--- src/hdl/hid_keyboard_report_builder_unit_macros.svh ---
// ----------------------------------------------------------------------------
// hid_keyboard_report_builder_unit_macros.svh
// assertion macros used by the report builder unit
// ----------------------------------------------------------------------------
`ifndef HID_KEYBOARD_REPORT_BUILDER_UNIT_MACROS_SVH
`define HID_KEYBOARD_REPORT_BUILDER_UNIT_MACROS_SVH

// same-cycle implication, disabled while in reset
`define HKRB_ASSERT_NOW(label, clk, rst_n, ante, cons, msg) \
	label: assert property (@(posedge clk) disable iff (!(rst_n)) (ante) |-> (cons)) \
		else $error(msg);

// next-cycle implication, disabled while in reset
`define HKRB_ASSERT_NEXT(label, clk, rst_n, ante, cons, msg) \
	label: assert property (@(posedge clk) disable iff (!(rst_n)) (ante) |=> (cons)) \
		else $error(msg);

`endif

--- src/hdl/hkrb_pkg.sv ---
// ----------------------------------------------------------------------------
// hkrb_pkg
// types and constants of the boot keyboard report builder
// ----------------------------------------------------------------------------
package hkrb_pkg;

	// table geometry
	localparam int MAX_SLOTS = 6;
	localparam int KEY_SLOTS = 6;

	// key code decoding
	localparam logic [7:0] MOD_MASK = 8'hF8;
	localparam logic [7:0] MOD_BASE = 8'hE0;
	localparam logic [7:0] MOD_SEL  = 8'h07;
	localparam logic [7:0] NO_KEY   = 8'h00;

	// event codes
	typedef enum logic [1:0] {
		OP_PRESS   = 2'd0,
		OP_RELEASE = 2'd1,
		OP_RESET   = 2'd2
	} op_t;

	typedef logic [MAX_SLOTS-1:0][7:0] slots_t;

	// outcome of one event applied to the held state
	typedef struct packed {
		logic       changed;
		logic [7:0] mods;
		slots_t     keys;
	} upd_t;

endpackage

--- src/hdl/hid_keyboard_report_builder_unit.sv ---
// ----------------------------------------------------------------------------
// hid_keyboard_report_builder_unit
// boot keyboard report keeper: modifier byte plus six compacted key slots
//
// a key event (op, keycode) is taken at a clock edge with start high and
// busy low; busy stays low, so one event can enter every cycle
// events pass through an input register, are applied to the held state by
// one level of compare and select logic, and the held state is written back
// a report is driven from the held-state registers, valid high for exactly
// one cycle, with modifier_bits and key_slot_0..5 holding the new state;
// throughput is one event per cycle, set by the single state update path
// between the input register and the held-state registers
// an event that changes nothing gives no report; a reset event always does
// the receiver cannot stall: each report must be taken in its valid cycle
// arst_n clears the held state and drops valid; no report comes out of it
// ----------------------------------------------------------------------------
`include "hid_keyboard_report_builder_unit_macros.svh"

module hid_keyboard_report_builder_unit (
	input  logic       clk,
	input  logic       arst_n,
	input  logic       start,
	output logic       busy,
	input  logic [1:0] op,
	input  logic [7:0] keycode,
	output logic       valid,
	output logic [7:0] modifier_bits,
	output logic [7:0] key_slot_0,
	output logic [7:0] key_slot_1,
	output logic [7:0] key_slot_2,
	output logic [7:0] key_slot_3,
	output logic [7:0] key_slot_4,
	output logic [7:0] key_slot_5
);

	logic             valid_s1;
	logic [1:0]       op_s1;
	logic [7:0]       keycode_s1;
	logic [7:0]       held_mods_q;
	hkrb_pkg::slots_t held_keys_q;
	logic             valid_q;
	hkrb_pkg::upd_t   upd;

	// never stalls the sender
	assign busy = 1'b0;

	// input register
	always_ff @(posedge clk or negedge arst_n) begin
		if (!arst_n) begin
			valid_s1 <= 1'b0;
		end else begin
			valid_s1 <= start & ~busy;
		end
	end

	always_ff @(posedge clk) begin
		if (start && !busy) begin
			op_s1      <= op;
			keycode_s1 <= keycode;
		end
	end

	// event applied to the held state
	hkrb_update u_update (
		.op        (op_s1),
		.keycode   (keycode_s1),
		.held_mods (held_mods_q),
		.held_keys (held_keys_q),
		.upd       (upd)
	);

	// held state doubles as the report register
	always_ff @(posedge clk or negedge arst_n) begin
		if (!arst_n) begin
			held_mods_q <= 8'h00;
			held_keys_q <= '0;
			valid_q     <= 1'b0;
		end else begin
			valid_q <= valid_s1 & upd.changed;
			if (valid_s1 && upd.changed) begin
				held_mods_q <= upd.mods;
				held_keys_q <= upd.keys;
			end
		end
	end

	// report ports
	assign valid         = valid_q;
	assign modifier_bits = held_mods_q;
	assign key_slot_0    = held_keys_q[0];
	assign key_slot_1    = held_keys_q[1];
	assign key_slot_2    = held_keys_q[2];
	assign key_slot_3    = held_keys_q[3];
	assign key_slot_4    = held_keys_q[4];
	assign key_slot_5    = held_keys_q[5];

	// checks
	`HKRB_ASSERT_NOW(a_report_has_event, clk, arst_n, valid_q, $past(valid_s1), "report without an event")
	`HKRB_ASSERT_NOW(a_quiet_state, clk, arst_n, !valid_q, $stable(held_mods_q) && $stable(held_keys_q), "held state moved without a report")
	`HKRB_ASSERT_NOW(a_slots_compact, clk, arst_n, held_keys_q[0] == hkrb_pkg::NO_KEY, held_keys_q == '0, "key slots not compacted")
	`HKRB_ASSERT_NEXT(a_reset_event, clk, arst_n, valid_s1 && op_s1 == hkrb_pkg::OP_RESET, valid_q && held_mods_q == 8'h00 && held_keys_q == '0, "reset event did not clear and report")

endmodule

--- src/hdl/hkrb_update.sv ---
// ----------------------------------------------------------------------------
// hkrb_update
// applies one key event to the held modifiers and key slots
// ----------------------------------------------------------------------------
module hkrb_update (
	input  logic [1:0]      op,
	input  logic [7:0]      keycode,
	input  logic [7:0]      held_mods,
	input  hkrb_pkg::slots_t held_keys,
	output hkrb_pkg::upd_t  upd
);

	always_comb begin
		logic [7:0]                     mod_bit;
		logic                           is_mod;
		logic                           hit;
		logic                           placed;
		logic                           shifting;
		logic [hkrb_pkg::MAX_SLOTS:0][7:0] ext_keys;
		hkrb_pkg::slots_t               press_keys;
		hkrb_pkg::slots_t               rel_keys;

		// modifier decode
		mod_bit = 8'h01 << keycode[2:0];
		is_mod  = ((keycode & hkrb_pkg::MOD_MASK) == hkrb_pkg::MOD_BASE);

		// slots padded with an empty entry for the shift-down
		ext_keys = {hkrb_pkg::NO_KEY, held_keys};

		// parallel compare against every slot
		hit = 1'b0;
		for (int i = 0; i < hkrb_pkg::KEY_SLOTS; i++) begin
			if (held_keys[i] == keycode) begin
				hit = 1'b1;
			end
		end

		// append into the first empty slot
		press_keys = held_keys;
		placed     = 1'b0;
		for (int i = 0; i < hkrb_pkg::KEY_SLOTS; i++) begin
			if (!placed && held_keys[i] == hkrb_pkg::NO_KEY) begin
				press_keys[i] = keycode;
				placed        = 1'b1;
			end
		end

		// remove the matching slot, later slots move down
		rel_keys = held_keys;
		shifting = 1'b0;
		for (int j = 0; j < hkrb_pkg::KEY_SLOTS; j++) begin
			if (held_keys[j] == keycode) begin
				shifting = 1'b1;
			end
			if (shifting) begin
				rel_keys[j] = (j + 1 < hkrb_pkg::KEY_SLOTS) ? ext_keys[j + 1] : hkrb_pkg::NO_KEY;
			end
		end

		// event decode
		upd.changed = 1'b0;
		upd.mods    = held_mods;
		upd.keys    = held_keys;
		unique case (hkrb_pkg::op_t'(op))
			hkrb_pkg::OP_PRESS: begin
				if (keycode != hkrb_pkg::NO_KEY) begin
					if (is_mod) begin
						upd.changed = ((held_mods & mod_bit) == 8'h00);
						upd.mods    = held_mods | mod_bit;
					end else if (!hit && placed) begin
						upd.changed = 1'b1;
						upd.keys    = press_keys;
					end
				end
			end
			hkrb_pkg::OP_RELEASE: begin
				if (keycode != hkrb_pkg::NO_KEY) begin
					if (is_mod) begin
						upd.changed = ((held_mods & mod_bit) != 8'h00);
						upd.mods    = held_mods & ~mod_bit;
					end else if (hit) begin
						upd.changed = 1'b1;
						upd.keys    = rel_keys;
					end
				end
			end
			hkrb_pkg::OP_RESET: begin
				upd.changed = 1'b1;
				upd.mods    = 8'h00;
				upd.keys    = '0;
			end
			default: begin
				upd.changed = 1'b0;
			end
		endcase
	end

endmodule
--- config.mk ---
export PLATFORM = sky130hd
export DESIGN_NAME = hid_keyboard_report_builder_unit
export DESIGN_NICKNAME = d
export VERILOG_FILES = /design/src/hdl/hkrb_pkg.sv /design/src/hdl/hid_keyboard_report_builder_unit.sv /design/src/hdl/hkrb_update.sv
export VERILOG_INCLUDE_DIRS = /design/src /design/src/hdl
export SDC_FILE = /design/constraint.sdc
export NUM_CORES = 1
export LEC_CHECK = 0
export ABC_AREA = 1
export BUFFER_PORTS_ARGS = -buffer_cell sky130_fd_sc_hd__buf_4
export CAP_MARGIN = 20
export CELL_PAD_IN_SITES_DETAIL_PLACEMENT = 0
export CELL_PAD_IN_SITES_GLOBAL_PLACEMENT = 1
export CORE_MARGIN = 4
export CORE_UTILIZATION = 38
export DETAILED_ROUTE_END_ITERATION = 12
export PLACE_DENSITY = 0.83
export SLEW_MARGIN = 20
export SYNTH_ARGS = -nofsm -noshare
export SYNTH_HDL_FRONTEND = slang
export SYNTH_SLANG_ARGS = --single-unit
--- constraint.sdc ---
create_clock -name clk -period 2.2 [get_ports clk]
set_input_delay 0 -clock clk [delete_from_list [all_inputs] [get_ports clk]]
set_output_delay 0 -clock clk [all_outputs]
set_load 0.01 [all_outputs]
==> key figures, run 1 <==
Final layout
  – Filler cells: about 1200
  – Design area: 6940 sq um
  – Multi-input gate area: 2810 sq um
  – Post-route insts no fill: 1000
  – Register area: between 1500 and 2000 sq um
  – Area growth from synthesis to layout: 46.5%
  – Share of post-route cells with drive strength above 1: 32.0%
  – Final net count: 844
  – # diodes: 0

Power and ir drop
  – P_leak: 3.43 nW
  – Worst IR Drop VDD: 0.000577 V
  – Pwr dens: 1210 nW/um^2

Global route
  – GRT overflow: 0
  – Overall routing resource usage: 25.2%
  – Vias in the first global route: 5102
  – First-pass GRT wire length: roughly 28000 um
  – Initial antenna violation count: 0
  – Largest net degree at the start of global routing: 59

Routing
  – Iter 0 DRT Violations: 412
  – Final ANT Viol Nets: 0
  – First-pass DRT Iterations: 5
  – Vias/cell: approximately 5.5
  – Uppermost layer routed: met4
  – Remaining DRCs: 0
  – Avg WL per Cell: 18.1 um
  – Detailed-route via count: 5482
  – WL met2: between 8000 and 9000 um
  – WL final: ~18000 um
  – Metal-1 WL: 7950 um
  – Met3 wire length: 1240 um

Synthesis
  – Leading area contributor after synthesis: dfrtp_1
  – Post-Synth Simple-Gate Area: a little under two fifths
  – Synth Instances: between 600 and 700
  – Main combinational cell family by area after synthesis: simple AND/OR/NAND/NOR gates
  – Yosys top cell area share: 30.6%
  – Syn Area/Cell: 7.08 sq um
  – Synthesized Nets: just under 700
  – Post-synthesis adder-cell area fraction: under 10%
  – Compound-Gate Fraction of Synth Area: roughly a tenth
  – Count of cell types in the netlist: 32
  – Top post-synthesis cells by area: dfrtp_1 31%, nand2_1 17%, nand4_1 11%
  – Sequential area share after synthesis: 37.0%
  – Mux cell area share after synthesis: 0%
  – Synth Register Bits: 68
  – YS warnings: 0
  – Synth Area in XOR/XNOR: 3.88%
  – Mapped Area: 4740 sq um

STA
  – Relative slew slack: 48.7%
  – Post-route minimum period: about 2.4 ns
  – Tightest Pin Transition: 0.769 ns
  – Final Hold Vio Count: 0
  – Max frequency: roughly 420 MHz
  – RSZ-0062 raised after global routing: yes
  – Skew final: 0.00940 ns
  – Tcrit/Tclk final: 108%
  – Count of pins over their slew limit: 0
  – Final WS setup: -0.179 ns
  – Final setup fails: 57

Critical path
  – FF-to-FF Start: keycode_s1[1]$_DFFE_PP_
  – Critical Path AT: 2.61 ns
  – Most frequent CP cell: nand2_1
  – Worst Reg2Reg Path Length in Cells: 18
  – Setup crit start kind: register
  – Worst path cell trace: clkinvlp_4 -> buf_12 -> nand2_2 -> nand2_1 -> nand3_4 -> nor2_2 -> nand2_1 -> nand3_2 -> nor2_4 -> nand3_2 -> nand2_1 -> nand2_1 -> nand2_2 -> nand3_4 -> buf_4 -> clkbuf_16 -> nand4_1 -> nand2_1
  – Kind of critical path: reg2reg
  – Critical path capture point type: register
  – Top delay family on crit path: simple AND/OR/NAND/NOR gates
  – R2R Path End: key_slot_4[1]$_DFFE_PN0P_
  – CP peak stage delay: ~0.42 ns
  – Crit path buffers/inverters: 4
  – CP Max Fanout: 6
  – CP max stage cell: edfxtp_1
  – Worst path depth: 18
  – Worst endpoint required time: 2.43 ns
  – R2R Setup Slk: -0.18 ns

Clocking
  – Worst skew pair latency: 0.34 ns
  – Max Root-Sink Buffers: 2
  – Clock sink count: 68
  – Clk pin slew, worst setup/hold paths: 0.06 ns
  – CTS HTree Levels: 3
  – Root buf cell: clkbuf_16
  – CTS Buf Count: 9
  – CTS tree: built

Job
  – Number of max-cap violations: 0

Placed design
  – Gpl congestion: 0.962
  – Placed instance count: between 900 and 1000
  – Post-DP Area: 5890 sq um
  – Post-DP HPWL: 12800 um
  – # port buffers: 69

Die
  – Initial core utilization: 39.1%
  – Core Footprint: 12100 sq um
  – Die Ht: around 120 um
  – Die area: 14300 sq um
  – Ports: 71
  – Die X: 120 um
  – Number of core rows: 40

Status
  – Violated checks: setup timing
  – Status: complete, but fails checks

Min path
  – HP Class: in2async
[state kept, by name, indices dropped and copies added (netlist names)]
| register | cells |
|---|---|
| valid | 1 |
| key_slot_0 | 8 |
| key_slot_3 | 8 |
| valid_s1 | 1 |
| op_s1 | 2 |
| key_slot_4 | 8 |
| key_slot_1 | 8 |
| key_slot_5 | 8 |
| key_slot_2 | 8 |
| keycode_s1 | 8 |
| modifier_bits | 8 |
[kinds of logic after synthesis]
logic type	Yosys count
flip-flops	68
XOR/XNOR	21
other	1
buffers and inverters	115
AND/OR/NAND/NOR	388
AO/OA/AOI/OAI	72
adder cells (fa/ha/maj)	4
[metal layers]
| metal | up-vias | track usage, % |
|---|---|---|
| met4 | 0 | 12.1 |
| met3 | 47 | 4.15 |
| met1 | 2654 | 34.8 |
| met5 | - | 0 |
| met2 | 220 | 38.5 |
| li1 | 2561 | - |
[cell type report]
class / count / area share, %
Multi-Input combinational cell: 486 / 40.5
Sequential cell: 68 / 25.2
Timing Repair Buffer: 181 / 22.7
Inverter: 81 / 4.53
Clock buffer: 13 / 3.46
Tap cell: 168 / 3.03
Clock inverter: 3 / 0.559
[layout by cell type (no fill, tap or decap), types with 10 or more instances in the layout]
cell type      netlist  final
a21oi_1             11     11
buf_4               11    142
buf_6                2     18
clkbuf_16            0     11
dfrtp_1             58     58
dlygate4sd3_1        0     12
edfxtp_1            10     10
inv_1               76     72
nand2_1            219    184
nand2_2              1     33
nand3_1             26     13
nand4_1             80     80
nor2_1              42     34
nor2_4               2     10
o21ai_0             11     11
o31ai_1             36     36
xor2_1              11     11
[metrics by stage]
| step | setup TNS (ns) | power, mW | setup slack (ns) | hold slack, ns | utilization (%) |
|---|---|---|---|---|---|
| floorplan | 0 | 4.36 | 0.133 | -0.296 | - |
| global placement | -10.71 | 6.21 | -0.259 | 0.105 | 48.6 |
| detailed placement | -13.26 | 6.25 | -0.316 | 0.114 | 48.6 |
| CTS | -4.26 | 8.07 | -0.137 | 0.309 | 55.3 |
| global route | -15.76 | 9.00 | -0.299 | 0.379 | 57.3 |
| finish | -7.74 | 8.42 | -0.179 | 0.294 | 57.3 |
[worst register-to-register path: cells and delay by family, from the launching register on]
kind,cells,cell delay [ns]
buf+inv,4,0.71
flops,1,0.42
simple gates,14,1.15
[report_power, final]
part           internal [mW]  switching [mW]
Combinational           2.15            2.49
Clock                  0.873           0.526
Sequential              1.74           0.653
Total                   4.76            3.67
[synth_stat cells (all sizes together)]
library cell and n:
edfxtp 10, o31ai 36, dfrtp 58, nor3 3, nand3 31, a21oi 11
buf 16, nand2 220, conb 1, o21ai 13, inv 81, nor3b 1
nand4 80, clkbuf 18, or2 3, a211oi 7, a22oi 3, ha 4
o22ai 2, xnor2 10, xor2 11, nor2 49, nand3b 1
[worst max-delay path by stage]
| stage | endpoint | start |
|---|---|---|
| global route | key_slot_1[3]$_DFFE_PN0P_ | keycode_s1[3]$_DFFE_PP_ |
| CTS | key_slot_2[4]$_DFFE_PN0P_ | keycode_s1[3]$_DFFE_PP_ |
| finish | key_slot_4[1]$_DFFE_PN0P_ | keycode_s1[1]$_DFFE_PP_ |
| global placement | key_slot_2[6]$_DFFE_PN0P_ | keycode_s1[0]$_DFFE_PP_ |
| floorplan | key_slot_5[0]$_DFFE_PN0P_ | op_s1[0]$_DFFE_PP_ |
| detailed placement | key_slot_2[7]$_DFFE_PN0P_ | keycode_s1[0]$_DFFE_PP_ |
[timing repair]
action	CTS	global route
setup endpoints to repair	57	57
hold buffers	12	0
setup buffers	11	10
resized for setup	63	38
hold endpoints to repair	79	0
cloned	1	3
pin swaps	18	29
(Power assumes the default switching activity.)
==> inputs of run 2 (changes only) <==
Settings changed: ABC_AREA 1 to not set, CORE_UTILIZATION 38 to 39, PLACE_DENSITY 0.83 to 0.81.
==> run 2 against run 1 <==
  * Clock skew rose by 0.0027 ns
  * Combinational power up 4%
  * The flow still finishes with violations (setup timing)
  * Synthesized area fell by 13%
  * Critical endpoint is now key_slot_2[0]$_DFFE_PN0P_
  * Flip-flop and latch count did not move
  * Highest routed layer unchanged
==> key figures, run 2 <==
Placed design
  – Post-DP Area: 5740 sq um (-2.6%)
  – Setup WS pre-CTS: -0.977 ns (-0.661 ns)
  – # port buffers: 69 (unchanged)
  – Post-DP HPWL: 9770 um (-23%)
  – Gpl congestion: 0.846 (-12%)

Final layout
  – Multi-input gate area: 2480 sq um (-12%)
  – Final Core Density: 64.0% (+6.7 points)
  – Register area: 1760 sq um (+0.21%)
  – Most frequent cells in the layout: 192 x buf_4, 108 x nand2_1, 55 x dfrtp_1
  – Share of post-route cells with drive strength above 1: 49.1% (+17 points)
  – Commonest non-fill, non-tap cell in the layout: buf_4
  – Final net count: 660 (-22%)
  – Design area: 6580 sq um (-5.2%)
  – Area growth from synthesis to layout: 60.1%
  – # diodes: 0 (unchanged)
  – Filler cells: 832 (-28%)

Global route
  – First-pass GRT wire length: 21900 um (-22%)
  – Overall routing resource usage: 22.3% (-3.0 points)
  – Largest net degree at the start of global routing: 59 (unchanged)
  – M2 GR Usage: 37.2% (-1.3 points)
  – Initial antenna violation count: 0 (unchanged)
  – GR Util met3: 3.89% (-0.26 points)
  – Gr busiest metal: met2
  – Vias in the first global route: 4146 (-19%)
  – M1 GR Usage: 29.1% (-5.7 points)
  – GRT overflow: 0 (unchanged)

Synthesis
  – Top post-synthesis cells by area: dfrtp_1 35%, mux2_2 11%, nand2_1 9.9%
  – Post-synth top cells: 108 x nand2_1, 58 x dfrtp_1, 41 x mux2_2
  – Sequential area share after synthesis: 42.6% (+5.7 points)
  – Leading area contributor after synthesis: dfrtp_1
  – Synthesized Nets: 441 (-36%)
  – Count of cell types in the netlist: 50 (+56%)
  – Synth Register Bits: 68 (unchanged)
  – Leading register cell type out of synthesis: dfrtp_1
  – YS warnings: 0 (unchanged)
  – Ys async rst share: 85.3% (unchanged)
  – Synth Instances: 424 (-37%)
  – Post-synth EDFFs: 10 (unchanged)
  – Syn Area/Cell: 9.69 sq um (+37%)
  – Yosys top cell area share: 35.3% (+4.7 points)
  – Top-count cell post-synth: nand2_1
  – Mapped Area: 4110 sq um (-13%)

Routing
  – Detailed-route via count: 4052 (-26%)
  – Remaining DRCs: 0 (unchanged)
  – First-pass DRT Iterations: 4 (-1)
  – Avg WL per Cell: 17.7 um (-2.4%)
  – WL final: 13900 um (-23%)
  – Final ANT Viol Nets: 0 (unchanged)
  – Iter 0 DRT Violations: 215 (-48%)
  – Vias/cell: 5.17 (-5.7%)

STA
  – Count of pins over their slew limit: 0 (unchanged)
  – Tcrit/Tclk final: 130% (+22 points)
  – Final WS setup: -0.671 ns (-0.491 ns)
  – RSZ-0062 raised after global routing: yes
  – Final setup fails: 57 (unchanged)
  – Final Hold Vio Count: 0 (unchanged)
  – Post-route minimum period: 2.87 ns (+0.491 ns)
  – Skew final: 0.0121 ns (+0.00272 ns)
  – Max frequency: 348 MHz (-17%)
  – Setup TNS: -31.21 ns (-23.47 ns)
  – Tightest Pin Transition: 0.778 ns (+0.00845 ns)
  – Relative slew slack: 48.2% (-0.56 points)

Power and ir drop
  – Sequential group share of total power: 27.2% (-1.2 points)
  – Final Total Pwr: 7.99 mW (-5.1%)
  – Pwr dens: 1220 nW/um^2 (+0.14%)
  – Clock power frac: 12.7% (-3.9 points)
  – Comb pwr share: 60.1% (+5.1 points)
  – Worst IR Drop VDD: 0.000735 V (+27%)
  – P_leak: 3.28 nW (-4.6%)
  – Sw Pwr: 3.00 mW (-18%)
  – Net Sw Frac: 37.5% (-6.0 points)
  – P_int: 5.00 mW (+5.0%)

Job
  – Number of max-cap violations: 0 (unchanged)

Clocking
  – Clk pin slew, worst setup/hold paths: 0.08 ns (+0.02 ns)
  – Worst skew pair latency: 0.36 ns (+0.02 ns)
  – Max Root-Sink Buffers: 2 (unchanged)
  – CTS Buf Count: 9 (unchanged)
  – Clock sink count: 68 (unchanged)
  – CTS tree: built
  – CTS HTree Levels: 3 (unchanged)
  – Root buf cell: clkbuf_8

Status
  – Violated checks: setup timing
  – Status: complete, but fails checks

Critical path
  – Worst endpoint required time: 2.44 ns (about the same)
  – Worst Reg2Reg Path Length in Cells: 11 (-7)
  – Kind of critical path: reg2reg
  – Critical Path AT: 3.11 ns (+0.50 ns)
  – CP Max Fanout: 8 (+2)
  – Critical path capture point type: register
  – Setup crit start kind: register

Die
  – Die X: 111 um (-7.5%)
  – Core Footprint: 10300 sq um (-15%)
  – Number of core rows: 37 (-7.5%)
  – Die Ht: 111 um (-7.5%)
  – Ports: 71 (unchanged)
  – Die area: 12200 sq um (-14%)
  – Initial core utilization: 40.0% (+0.87 points)

Min path
  – HP Class: in2async
[run 2: worst max-delay path, cell delays in order (launching register included)]
cell	delay [ns]
edfxtp_1	0.48
buf_6	0.17
mux2i_2	0.24
o31ai_2	0.09
a211oi_2	0.25
mux2_4	0.35
a21oi_4	0.16
a311oi_4	0.09
buf_4	0.18
a2111oi_4	0.21
buf_6	0.20
mux2_2	0.35
[run 2: stage by stage]
stage	instances	hold slack, ns
global placement	738	0.115
floorplan	424	-0.296
finish	784	0.258
detailed placement	738	0.127
global route	784	0.337
CTS	782	0.291
[run 2: power groups by stage]
stage          sequential, mW  clock, mW  combinational [mW]
5_1_grt                  2.24       1.08                5.14
3_5_place_dp             2.19          0                4.18
4_1_cts                  2.16       1.03                4.58
3_3_place_gp             2.17          0                4.10
2_1_floorplan            2.48          0                1.56
6_report                 2.18       1.01                4.80
[run 2: final timing paths]
kind	start	endpoint	slack (ns)
max	keycode_s1[2]$_DFFE_PP_	key_slot_2[0]$_DFFE_PN0P_	-0.67
min	arst_n	key_slot_1[1]$_DFFE_PN0P_	0.26
max reg2reg	keycode_s1[2]$_DFFE_PP_	key_slot_2[0]$_DFFE_PN0P_	-0.67
min reg2reg	key_slot_1[5]$_DFFE_PN0P_	key_slot_1[5]$_DFFE_PN0P_	0.60
max in group asynchronous	arst_n	key_slot_2[0]$_DFFE_PN0P_	1.39
min in group clk	keycode[3]	keycode_s1[3]$_DFFE_PP_	0.37
[run 2: final cells by class]
cell class              instances  share of cell area [%]
inverters                      18                    1.03
flip-flops and latches         68                    26.7
clock inverters                 5                   0.799
well taps                     136                    2.59
repair buffers                229                    29.2
clock buffers                  11                    2.00
multi-input cells             317                    37.7
[run 2: what timing repair did]
action	CTS	global route
pin swaps	23	14
setup endpoints to repair	57	57
gates cloned	0	0
hold buffers	12	0
buffers inserted	16	3
resized for setup	38	37
endpoints found under the hold margin	79	0
[run 2: kinds of logic after synthesis]
family / after synthesis / synth area share (%)
XOR/XNOR: 48 / 10.2
buffers and inverters: 39 / 4.72
other: 1 / 0.0913
multiplexers: 51 / 13.7
flip-flops: 68 / 42.6
AND/OR/NAND/NOR: 168 / 19.1
AO/OA/AOI/OAI: 45 / 8.28
adder cells (fa/ha/maj): 4 / 1.22
[run 2: metal layers]
metal  routed length (um)  vias up
li1                     -     1898
met1                 6070     2019
met2                 6930      121
met3                  721       14
met4                  164        0
met5                    0        -
